$ cat config.mk
export PLATFORM = sky130hd
export DESIGN_NAME = ordered_list_engine_unit
export DESIGN_NICKNAME = d
export VERILOG_FILES = /design/src/rtl/ole_pkg.sv /design/src/rtl/ordered_list_engine_unit.sv
export SDC_FILE = /design/constraint.sdc
export NUM_CORES = 2
export LEC_CHECK = 0
export BUFFER_PORTS_ARGS = -buffer_cell sky130_fd_sc_hd__buf_2
export CELL_PAD_IN_SITES_DETAIL_PLACEMENT = 1
export CELL_PAD_IN_SITES_GLOBAL_PLACEMENT = 1
export CORE_ASPECT_RATIO = 1.2
export CORE_MARGIN = 2
export CORE_UTILIZATION = 48
export DETAILED_ROUTE_END_ITERATION = 6
export GPL_ROUTABILITY_DRIVEN = 1
export PLACE_DENSITY_LB_ADDON = 0.12
export SLEW_MARGIN = 25
export SYNTH_ARGS = -nofsm -noshare
export SYNTH_HDL_FRONTEND = slang
export SYNTH_SLANG_ARGS = --single-unit
$ cat constraint.sdc
create_clock -name clock -period 5.1 [get_ports clock]
set_clock_uncertainty 0.05 [all_clocks]
set_input_delay 0.51 -clock clock [delete_from_list [all_inputs] [get_ports clock]]
set_output_delay 0.51 -clock clock [all_outputs]
set_load 0.01 [all_outputs]
$ cat src/rtl/ole_pkg.sv
// Types and codes for the ordered list engine.
// No dependencies; used by ordered_list_engine_unit and ole_checker.
package ole_pkg;

   typedef enum logic [2:0] {
      ACT_APPEND     = 3'd0,
      ACT_INSERT_AT  = 3'd1,
      ACT_DEL_FIRST  = 3'd2,
      ACT_DEL_LAST   = 3'd3,
      ACT_DEL_AT     = 3'd4,
      ACT_SEARCH     = 3'd5
   } action_type;

   typedef enum logic [2:0] {
      STS_OK        = 3'd0,
      STS_FULL      = 3'd1,
      STS_EMPTY     = 3'd2,
      STS_BAD_POS   = 3'd3,
      STS_NOT_FOUND = 3'd4
   } status_type;

   typedef enum logic [1:0] {
      OLE_IDLE,
      OLE_SHIFT_UP,
      OLE_SHIFT_DOWN,
      OLE_SEARCH
   } state_type;

endpackage

$ cat src/rtl/ordered_list_engine_unit.sv
// Ordered list engine: list of signed words held in one single-port-write RAM.
// Depends on ole_pkg.
//
// Usage: raise start with req_action/req_value/req_position while busy is low;
// the transaction is taken at that edge. Exactly one result appears for one
// cycle with rsp_strobe high; it cannot be held off, so capture it then.
// Rejected requests (full, empty, bad position, unused action codes) answer on
// the next cycle without raising busy. Otherwise busy stays high while the
// list RAM is walked one entry per cycle, with the reads pipelined with the
// write-back: an insert moves every entry from its position to the end one
// slot higher, a delete moves every entry behind the deleted entry one slot
// lower, and a search reads from the head until the first match or the end
// of the list; append, insert at the end and delete last walk no entries.
// The result strobes on the cycle busy falls. The list is empty after reset;
// no clearing pass is needed.
module ordered_list_engine_unit #(
   parameter int CAPACITY = 64
) (
   input  logic               clock,
   input  logic               reset,
   input  logic               start,
   output logic               busy,
   input  logic [2:0]         req_action,
   input  logic signed [31:0] req_value,
   input  logic [6:0]         req_position,
   output logic               rsp_strobe,
   output logic [2:0]         rsp_status,
   output logic [5:0]         rsp_found_index,
   output logic [6:0]         rsp_item_count
);

   localparam int AW = $clog2(CAPACITY);
   localparam int CW = $clog2(CAPACITY + 1);
   localparam int XW = (CW > 7) ? CW : 7;

   ole_pkg::state_type state_ff, state_in;

   logic [CW-1:0]      cnt_ff, cnt_in;
   logic [CW-1:0]      ptr_ff, ptr_in;
   logic [CW-1:0]      pos_ff, pos_in;
   logic [AW-1:0]      waddr_ff, waddr_in;
   logic               pend_ff, pend_in;
   logic signed [31:0] value_ff, value_in;

   logic               rsp_strobe_ff, rsp_strobe_in;
   logic [2:0]         rsp_status_ff, rsp_status_in;
   logic [AW-1:0]      rsp_idx_ff, rsp_idx_in;
   logic [CW-1:0]      rsp_cnt_ff, rsp_cnt_in;

   logic signed [31:0] mem [CAPACITY];
   logic signed [31:0] rd_data_ff;
   logic               mem_we, mem_re;
   logic [AW-1:0]      mem_waddr, mem_raddr;
   logic signed [31:0] mem_wdata;

   logic               accept, full, empty;
   logic               up_done, down_done, hit, miss;
   logic [XW-1:0]      pos_x, cnt_x;

   assign accept = start && (state_ff == ole_pkg::OLE_IDLE);
   assign busy   = (state_ff != ole_pkg::OLE_IDLE);
   assign full   = (cnt_ff == CW'(CAPACITY));
   assign empty  = (cnt_ff == '0);
   assign pos_x  = XW'(req_position);
   assign cnt_x  = XW'(cnt_ff);

   assign up_done   = (state_ff == ole_pkg::OLE_SHIFT_UP) && !pend_ff && (ptr_ff == pos_ff);
   assign down_done = (state_ff == ole_pkg::OLE_SHIFT_DOWN) && !pend_ff && (ptr_ff == cnt_ff);
   assign hit       = (state_ff == ole_pkg::OLE_SEARCH) && pend_ff && (rd_data_ff == value_ff);
   assign miss      = (state_ff == ole_pkg::OLE_SEARCH) && !pend_ff && (ptr_ff == cnt_ff);

   // Next state
   always_comb begin
      state_in = state_ff;
      unique case (state_ff)
         ole_pkg::OLE_IDLE: begin
            if (accept) begin
               case (ole_pkg::action_type'(req_action)) inside
                  ole_pkg::ACT_APPEND: begin
                     if (!full) state_in = ole_pkg::OLE_SHIFT_UP;
                  end
                  ole_pkg::ACT_INSERT_AT: begin
                     if (!full && (pos_x <= cnt_x)) state_in = ole_pkg::OLE_SHIFT_UP;
                  end
                  ole_pkg::ACT_DEL_FIRST, ole_pkg::ACT_DEL_LAST: begin
                     if (!empty) state_in = ole_pkg::OLE_SHIFT_DOWN;
                  end
                  ole_pkg::ACT_DEL_AT: begin
                     if (!empty && (pos_x < cnt_x)) state_in = ole_pkg::OLE_SHIFT_DOWN;
                  end
                  ole_pkg::ACT_SEARCH: begin
                     if (!empty) state_in = ole_pkg::OLE_SEARCH;
                  end
                  default: state_in = ole_pkg::OLE_IDLE;
               endcase
            end
         end
         ole_pkg::OLE_SHIFT_UP: begin
            if (up_done) state_in = ole_pkg::OLE_IDLE;
         end
         ole_pkg::OLE_SHIFT_DOWN: begin
            if (down_done) state_in = ole_pkg::OLE_IDLE;
         end
         ole_pkg::OLE_SEARCH: begin
            if (hit || miss) state_in = ole_pkg::OLE_IDLE;
         end
         default: state_in = ole_pkg::OLE_IDLE;
      endcase
   end

   // Datapath, memory access and result
   always_comb begin
      cnt_in        = cnt_ff;
      ptr_in        = ptr_ff;
      pos_in        = pos_ff;
      waddr_in      = waddr_ff;
      pend_in       = 1'b0;
      value_in      = value_ff;
      mem_we        = 1'b0;
      mem_waddr     = waddr_ff;
      mem_wdata     = rd_data_ff;
      mem_re        = 1'b0;
      mem_raddr     = ptr_ff[AW-1:0];
      rsp_strobe_in = 1'b0;
      rsp_status_in = ole_pkg::STS_OK;
      rsp_idx_in    = '0;
      rsp_cnt_in    = cnt_ff;
      unique case (state_ff)
         ole_pkg::OLE_IDLE: begin
            if (accept) begin
               value_in = req_value;
               case (ole_pkg::action_type'(req_action))
                  ole_pkg::ACT_APPEND: begin
                     if (full) begin
                        rsp_strobe_in = 1'b1;
                        rsp_status_in = ole_pkg::STS_FULL;
                     end else begin
                        ptr_in = cnt_ff;
                        pos_in = cnt_ff;
                     end
                  end
                  ole_pkg::ACT_INSERT_AT: begin
                     if (full) begin
                        rsp_strobe_in = 1'b1;
                        rsp_status_in = ole_pkg::STS_FULL;
                     end else if (pos_x > cnt_x) begin
                        rsp_strobe_in = 1'b1;
                        rsp_status_in = ole_pkg::STS_BAD_POS;
                     end else begin
                        ptr_in = cnt_ff;
                        pos_in = CW'(pos_x);
                     end
                  end
                  ole_pkg::ACT_DEL_FIRST: begin
                     if (empty) begin
                        rsp_strobe_in = 1'b1;
                        rsp_status_in = ole_pkg::STS_EMPTY;
                     end else begin
                        ptr_in = CW'(1);
                     end
                  end
                  ole_pkg::ACT_DEL_LAST: begin
                     if (empty) begin
                        rsp_strobe_in = 1'b1;
                        rsp_status_in = ole_pkg::STS_EMPTY;
                     end else begin
                        ptr_in = cnt_ff;
                     end
                  end
                  ole_pkg::ACT_DEL_AT: begin
                     if (empty) begin
                        rsp_strobe_in = 1'b1;
                        rsp_status_in = ole_pkg::STS_EMPTY;
                     end else if (pos_x >= cnt_x) begin
                        rsp_strobe_in = 1'b1;
                        rsp_status_in = ole_pkg::STS_BAD_POS;
                     end else begin
                        ptr_in = CW'(pos_x) + CW'(1);
                     end
                  end
                  ole_pkg::ACT_SEARCH: begin
                     if (empty) begin
                        rsp_strobe_in = 1'b1;
                        rsp_status_in = ole_pkg::STS_EMPTY;
                     end else begin
                        ptr_in = '0;
                     end
                  end
                  default: begin
                     rsp_strobe_in = 1'b1;
                  end
               endcase
            end
         end
         ole_pkg::OLE_SHIFT_UP: begin
            // write back the entry read last cycle one slot higher
            if (pend_ff) begin
               mem_we = 1'b1;
            end else if (ptr_ff == pos_ff) begin
               mem_we        = 1'b1;
               mem_waddr     = pos_ff[AW-1:0];
               mem_wdata     = value_ff;
               cnt_in        = cnt_ff + CW'(1);
               rsp_strobe_in = 1'b1;
               rsp_cnt_in    = cnt_ff + CW'(1);
            end
            if (ptr_ff > pos_ff) begin
               mem_re    = 1'b1;
               mem_raddr = AW'(ptr_ff - CW'(1));
               waddr_in  = ptr_ff[AW-1:0];
               ptr_in    = ptr_ff - CW'(1);
               pend_in   = 1'b1;
            end
         end
         ole_pkg::OLE_SHIFT_DOWN: begin
            // write back the entry read last cycle one slot lower
            if (pend_ff) begin
               mem_we = 1'b1;
            end else if (ptr_ff == cnt_ff) begin
               cnt_in        = cnt_ff - CW'(1);
               rsp_strobe_in = 1'b1;
               rsp_cnt_in    = cnt_ff - CW'(1);
            end
            if (ptr_ff < cnt_ff) begin
               mem_re    = 1'b1;
               mem_raddr = ptr_ff[AW-1:0];
               waddr_in  = AW'(ptr_ff - CW'(1));
               ptr_in    = ptr_ff + CW'(1);
               pend_in   = 1'b1;
            end
         end
         ole_pkg::OLE_SEARCH: begin
            if (hit) begin
               rsp_strobe_in = 1'b1;
               rsp_idx_in    = waddr_ff;
            end else begin
               if (miss) begin
                  rsp_strobe_in = 1'b1;
                  rsp_status_in = ole_pkg::STS_NOT_FOUND;
               end
               if (ptr_ff < cnt_ff) begin
                  mem_re    = 1'b1;
                  mem_raddr = ptr_ff[AW-1:0];
                  waddr_in  = ptr_ff[AW-1:0];
                  ptr_in    = ptr_ff + CW'(1);
                  pend_in   = 1'b1;
               end
            end
         end
         default: begin
            pend_in = 1'b0;
         end
      endcase
   end

   always_ff @(posedge clock) begin
      if (mem_we) begin
         mem[mem_waddr] <= mem_wdata;
      end
      if (mem_re) begin
         rd_data_ff <= mem[mem_raddr];
      end
   end

   always_ff @(posedge clock) begin
      if (reset) begin
         state_ff      <= ole_pkg::OLE_IDLE;
         cnt_ff        <= '0;
         pend_ff       <= 1'b0;
         rsp_strobe_ff <= 1'b0;
      end else begin
         state_ff      <= state_in;
         cnt_ff        <= cnt_in;
         pend_ff       <= pend_in;
         rsp_strobe_ff <= rsp_strobe_in;
      end
   end

   always_ff @(posedge clock) begin
      ptr_ff        <= ptr_in;
      pos_ff        <= pos_in;
      waddr_ff      <= waddr_in;
      value_ff      <= value_in;
      rsp_status_ff <= rsp_status_in;
      rsp_idx_ff    <= rsp_idx_in;
      rsp_cnt_ff    <= rsp_cnt_in;
   end

   assign rsp_strobe      = rsp_strobe_ff;
   assign rsp_status      = rsp_status_ff;
   assign rsp_found_index = 6'(rsp_idx_ff);
   assign rsp_item_count  = 7'(rsp_cnt_ff);

endmodule

Word-level counts from Yosys, hierarchy flattened

Memories as Yosys holds them, arrays and structs flattened. A register that Yosys moved wholly into a read port is not among the register bits.
Cells that the tools add are included.

Register bits: 79
RAM bits: 2048
Output and inout bits: 18
Logic and storage cells: 173
Memories kept: 1

Memories:

| name | words | width | read ports | clocked after memory_dff | wr ports | RTL line                       | source |
|---|---|---|---|---|---|---|---|
| mem  | 64    | 32    | 1          | 1                        | 1        | ordered_list_engine_unit.sv:50 | `logic signed [31:0] mem [CAPACITY];` |

Add/subtract/negate cells: 5
Order comparisons: 6
Equality and inequality tests: 36
Muxes and demuxes: 85
Reductions and logical operators: 29

Operators with widths:

| cell                                                                | count |
|---|---|
| 7-bit 2-to-1 mux                                                    | 18 |
| 32-bit 2-to-1 mux                                                   | 3 |
| 6-bit 2-to-1 mux                                                    | 9 |
| 7-bit one-hot mux with 6 select lines                               | 1 |
| 2-bit 2-to-1 mux                                                    | 20 |
| 32-bit == test                                                      | 1 |
| 7-bit one-hot mux with 2 select lines                               | 2 |
| 7-bit one-hot mux with 4 select lines                               | 1 |
| 3-bit != test (second input constant)                               | 8 |
| 7-bit by 1-bit adder with 7-bit output (second input constant)      | 3 |
| 1-bit 2-to-1 mux                                                    | 21 |
| 6-bit one-hot mux with 3 select lines                               | 1 |
| 2-bit one-hot mux with 4 select lines                               | 2 |
| 7-bit == test                                                       | 2 |
| 7-bit > comparator                                                  | 2 |
| 7-bit < comparator                                                  | 2 |
| 2-bit != test (second input constant)                               | 7 |
| 7-bit by 1-bit subtractor with 7-bit output (second input constant) | 2 |
| 12-bit AND reduction                                                | 1 |
| 1-bit logical AND                                                   | 11 |
| 9-bit AND reduction                                                 | 1 |
| 2-bit by 1-bit != test with 1-bit output (second input constant)    | 4 |
| 1-bit one-hot mux with 4 select lines                               | 2 |
| 7-bit == test (second input constant)                               | 1 |
| other kinds (28)                                                    | 36 |

Logic depth before layout (Yosys ltp)

Depth after elaboration: 10
Depth in mapped cells: 17
Gate-level depth less buffers: 10

Least setup slack after synthesis

Ideal clock, no wire load.

Kind: reg-to-reg
Start point: reg ptr_ff[0]
End point: mem mem[0][17], data pin
Setup time: 0.702 ns
Arrival: 4.769 ns
Slack: -0.421 ns
Cell stages (with the launch flop): 10
Path buffers: 3
Clock period less this slack: 5.521 ns
Cell sequence: edfxtp_1 > inv_2 > buf_1 > clkbuf_1 > ha_1 > nand3_1 > or3_1 > nor2_1 > clkbuf_1 > o21ai_0

Cells in the longest elaborated chain, start to end: 4

Ends and longest elaborated chain:

| item                   | RTL line                        | source |
|---|---|---|
| start, declared        | ordered_list_engine_unit.sv:39  | `logic [CW-1:0] ptr_ff, ptr_in;` |
| start signal, assigned | ordered_list_engine_unit.sv:280 | `ptr_ff <= ptr_in;` |
| 7-bit == test          | ordered_list_engine_unit.sv:199 | `end else if (ptr_ff == pos_ff) begin` |
| 32-bit 2-to-1 mux      | ordered_list_engine_unit.sv:199 |  |
| 32-bit 2-to-1 mux      | ordered_list_engine_unit.sv:197 | `if (pend_ff) begin` |
| 32-bit 2-to-1 mux      | ordered_list_engine_unit.sv:128 | `unique case (state_ff)` |
| net mem_wdata[17]      | ordered_list_engine_unit.sv:54  | `logic signed [31:0] mem_wdata;` |
| end, declared          | ordered_list_engine_unit.sv:50  |  |

The timed path passes the listed nets, and every way through them passes these cells.

Final worst setup path

Start point: reg ptr_ff[1]
End point: reg rd_data_ff[25], read port of mem, data pin

Cells in the longest elaborated chain, start to end: 4

Ends and longest elaborated chain:

| item                                  | RTL line                                                         | source |
|---|---|---|
| 7-bit < comparator                    | ordered_list_engine_unit.sv:224, ordered_list_engine_unit.sv:241 |  |
| 1-bit 2-to-1 mux                      | ordered_list_engine_unit.sv:224, ordered_list_engine_unit.sv:241 |  |
| 1-bit 2-to-1 mux                      | ordered_list_engine_unit.sv:233                                  | `if (hit) begin` |
| 1-bit one-hot mux with 3 select lines | ordered_list_engine_unit.sv:128                                  |  |
| end, declared                         | ordered_list_engine_unit.sv:51                                   | `logic signed [31:0] rd_data_ff;` |

Several ways; a longest one is shown, not always the timed one.
A chain may end at the register's enable or synchronous reset.

==> results by group <==
Logic synthesis
  – Seq/Total Area, Yosys: 61.7%
  – Mapped Area: 105,000 um2
  – Ys flop type: edfxtp_1
  – Avg Inst Size Synth: 12.9 um2
  – Distinct cells, synth: 77
  – Ys Warns: 0
  – Syn Nets: 8,206
  – Number of synthesized flops with an enable pin: 2,132
  – Post-synthesis sequential element count: 2,159
  – Post-synthesis cell count: 8,129
  – Asr flop ratio synth: 0%

Power and ir drop
  – Internal power: 34.1 mW
  – Part of the power in registers: 38.3%
  – Psw: 17.5 mW
  – Clock share of power: 31.0%
  – Sw Share: 33.9%
  – Cell Pwr Density: 436 nW/um2
  – Maximum VDD drop: 0.000395 V
  – Lkg Pwr: 40.2 nW
  – Tot Pwr: 51.6 mW
  – Gate power share: 30.7%

GRT
  – Overflow after GRT: 0
  – First-pass GRT wire length: 541,000 um
  – Initial antenna violation count: 18
  – Largest net degree at the start of global routing: 156
  – Total GRT Usage: 33.2%
  – Vias in the first global route: 79,005

STA
  – Fin. max-slew vios: 0
  – Worst-Margin Slew: 1.29 ns
  – # setup viols final: 0
  – Post-layout minimum cycle time: 4.77 ns
  – RSZ-0062 raised after global routing: no
  – Post-Route Setup TNS: 0 ns
  – Relative slew slack: 13.1%
  – FMAX: 210 MHz
  – Fin crit share: 93.5%
  – Final hold vios: 0

Job
  – MaxCap Viol Count: 0

Clock tree
  – Setup Fix Bufs, Post-CTS: 0
  – Inserted Clock Buffers: 226
  – Root Driver: clkbuf_16
  – H-tree depth: 4
  – CTS tree: built
  – Clk pin slew, worst setup/hold paths: 0.06 ns
  – CTS resizes: 0
  – CTS Hold Buffers Added: 35
  – Clock sink total: 2,159
  – Max Root-Sink Buffers: 4
  – Worst-Skew Late Latency: 0.89 ns

Setup path
  – Slowest cell delay on critical path: 0.76 ns
  – Critical path buffers and inverters: 5
  – Slowest library cell on the worst path: buf_4
  – Worst r2r src: ptr_ff[1]
  – Crit path from: ptr_ff[1]
  – Worst Setup Start Kind: flip-flop
  – CP Capture Type: flip-flop
  – WS Path Type: flip-flop to flip-flop
  – Endpoint arrival time on the critical path: 5.33 ns
  – Family with the most delay on the worst path: buffers and inverters
  – Most frequent CP cell: buf_4
  – CP required: 5.66 ns
  – Crit path max fanout: 97
  – Crit-path cells: buf_4 -> buf_12 -> buf_4 -> buf_4 -> mux2_2 -> a21oi_1 -> o22ai_1 -> nor4_1 -> buf_4 -> nor4_1

Layout
  – Multi-input gate area: 38,100 um2
  – Reg area: 64,600 um2
  – Layout fillers: 21,074
  – Utilization after layout: 54.6%
  – Final nets: 8,293
  – Layout Area Growth over Synthesis: 13.1%
  – Commonest cells after routing, fill and taps aside: 2,132 x edfxtp_1, 1,231 x mux2i_1, 885 x nand2_1
  – Most common cell after layout, fill and taps aside: edfxtp_1
  – Layout cells sized above 1: 14.1%
  – Cell Count, Final, Fillers Out: 11,236

Die
  – Die height: 516 um
  – Die Width: 430 um
  – Num ports: 63
  – Initial Util: 48.3%
  – Total die area: 222,000 um2
  – Standard-cell rows: 187
  – Core Box Area: 217,000 um2

Route
  – Vias per cell: 6.74
  – WL/cell: 33.5 um
  – Drt drc: 0
  – WL met1: 149,000 um
  – ANT nets after route: 0
  – Max Used Layer: met5
  – Via count: 75,690
  – Metal2 WL: 177,000 um
  – DRT Pass-1 Iters: 6
  – DR iter-0 viols: 7,581
  – Met3 WL post-DR: 28,900 um
  – Routed WL: 376,000 um

Hold path
  – Hold Path Origin: req_position[4]
  – Type of the most critical hold path: input port to flip-flop

Placement
  – GPL Wtd Cong: 0.914
  – Cells after DPL: 10,788
  – I/O Buffers: 62
  – Post-DP HPWL: 227,000 um

Outcome
  – Outcome: complete, no violations
per-stage QoR:
| step | setup slack [ns] | area [um2] | hold WS (ns) |
|---|---|---|---|
| finish | 0.330 | 118000 | 0.0531 |
| global route | 0.146 | 118000 | 0.0775 |
| CTS | 0.423 | 118000 | 0.000293 |
| detailed placement | 0.413 | 111000 | 0.485 |
| global placement | -0.0887 | 111000 | 0.480 |
| floorplan | -0.421 | 105000 | 0.397 |
area by class of cell:
| cell class | count | share of cell area [%] |
|---|---|---|
| Tap cell | 2835 | 3.00 |
| Clock buffer | 272 | 5.00 |
| Inverter | 34 | 0.112 |
| Clock inverter | 130 | 0.843 |
| Antenna cell | 11 | 0.0233 |
| Timing Repair Buffer | 525 | 4.28 |
| Multi-Input combinational cell | 5270 | 32.2 |
| Sequential cell | 2159 | 54.5 |
layer usage:
| layer | track usage [%] | up-vias |
|---|---|---|
| met3 | 4.75 | 935 |
| met5 | 0 | - |
| met4 | 16.5 | 6 |
| met1 | 43.3 | 39406 |
| li1 | - | 32034 |
| met2 | 54.4 | 3309 |
worst paths after layout:
check / end / slack, ns / cells past startpoint
setup / recovery: rd_data_ff[25] / 0.33 / 10
hold / removal: pos_ff[4] / 0.05 / 3
setup reg to reg: rd_data_ff[25] / 0.33 / 10
hold reg to reg: rsp_found_index[0] / 0.49 / 1
registers in the layout (all words and copies together), names as in the netlist:
| name | flops |
|---|---|
| rsp_status | 3 |
| ptr_ff | 7 |
| rd_data_ff | 32 |
| waddr_ff | 6 |
| mem | 2048 |
| rsp_strobe | 1 |
| pos_ff | 7 |
| value_ff | 32 |
| pend_ff | 1 |
| rsp_found_index | 6 |
| cnt_ff | 7 |
| rsp_item_count | 7 |
| state_ff | 2 |
kinds of logic (layout without fill, tap and decap cells):
family	count (synthesis)	count (layout)	synth area share, %
XOR/XNOR	48	48	0.427
flip-flops	2159	2159	61.7
AND/OR/NAND/NOR	2310	2310	10.7
multiplexers	1512	1512	14.9
buffers and inverters	700	961	2.70
AO/OA/AOI/OAI	1367	1367	9.26
other	0	11	0
adder cells (fa/ha/maj)	33	33	0.392
power by group through the flow:
stage          sequential [mW]  clock [mW]  combinational, mW
5_1_grt                   19.8        16.7               16.4
3_5_place_dp              20.1           0               15.4
2_1_floorplan             20.1           0               9.57
6_report                  19.8        16.0               15.8
4_1_cts                   19.8        16.1               15.5
3_3_place_gp              20.1           0               15.1
cell usage after synthesis (18+ instances only):
cell / n / area, um2
edfxtp_1: 2132 / 64000
mux2i_1: 1231 / 12300
nand2_1: 888 / 3330
clkbuf_1: 459 / 1720
nor2_1: 362 / 1360
a21oi_1: 307 / 1540
mux2_2: 267 / 3010
a211oi_1: 248 / 1860
o2111ai_1: 248 / 2170
nand4_1: 231 / 1450
o22ai_1: 228 / 1430
nand3_1: 210 / 1050
nor2b_1: 164 / 1030
nor4_1: 157 / 982
or3_1: 148 / 926
buf_2: 120 / 601
nand3b_1: 104 / 781
buf_1: 78 / 293
o22a_1: 68 / 596
o21ai_0: 56 / 280
xnor2_1: 41 / 359
o31ai_1: 36 / 270
ha_1: 32 / 400
inv_1: 32 / 120
o311ai_0: 30 / 263
dfxtp_1: 27 / 541
o32a_1: 26 / 260
o32ai_1: 26 / 228
nor3_1: 18 / 90.1
o221ai_1: 18 / 158
tightest hold or removal path: cells and delay by family:
family / cells / cell delay [ns]
buffers and inverters: 1 / 0.16
AOI/OAI and AO/OA: 1 / 0.10
and+or+nand+nor: 1 / 0.07
Power figures use the tool's default switching activity.
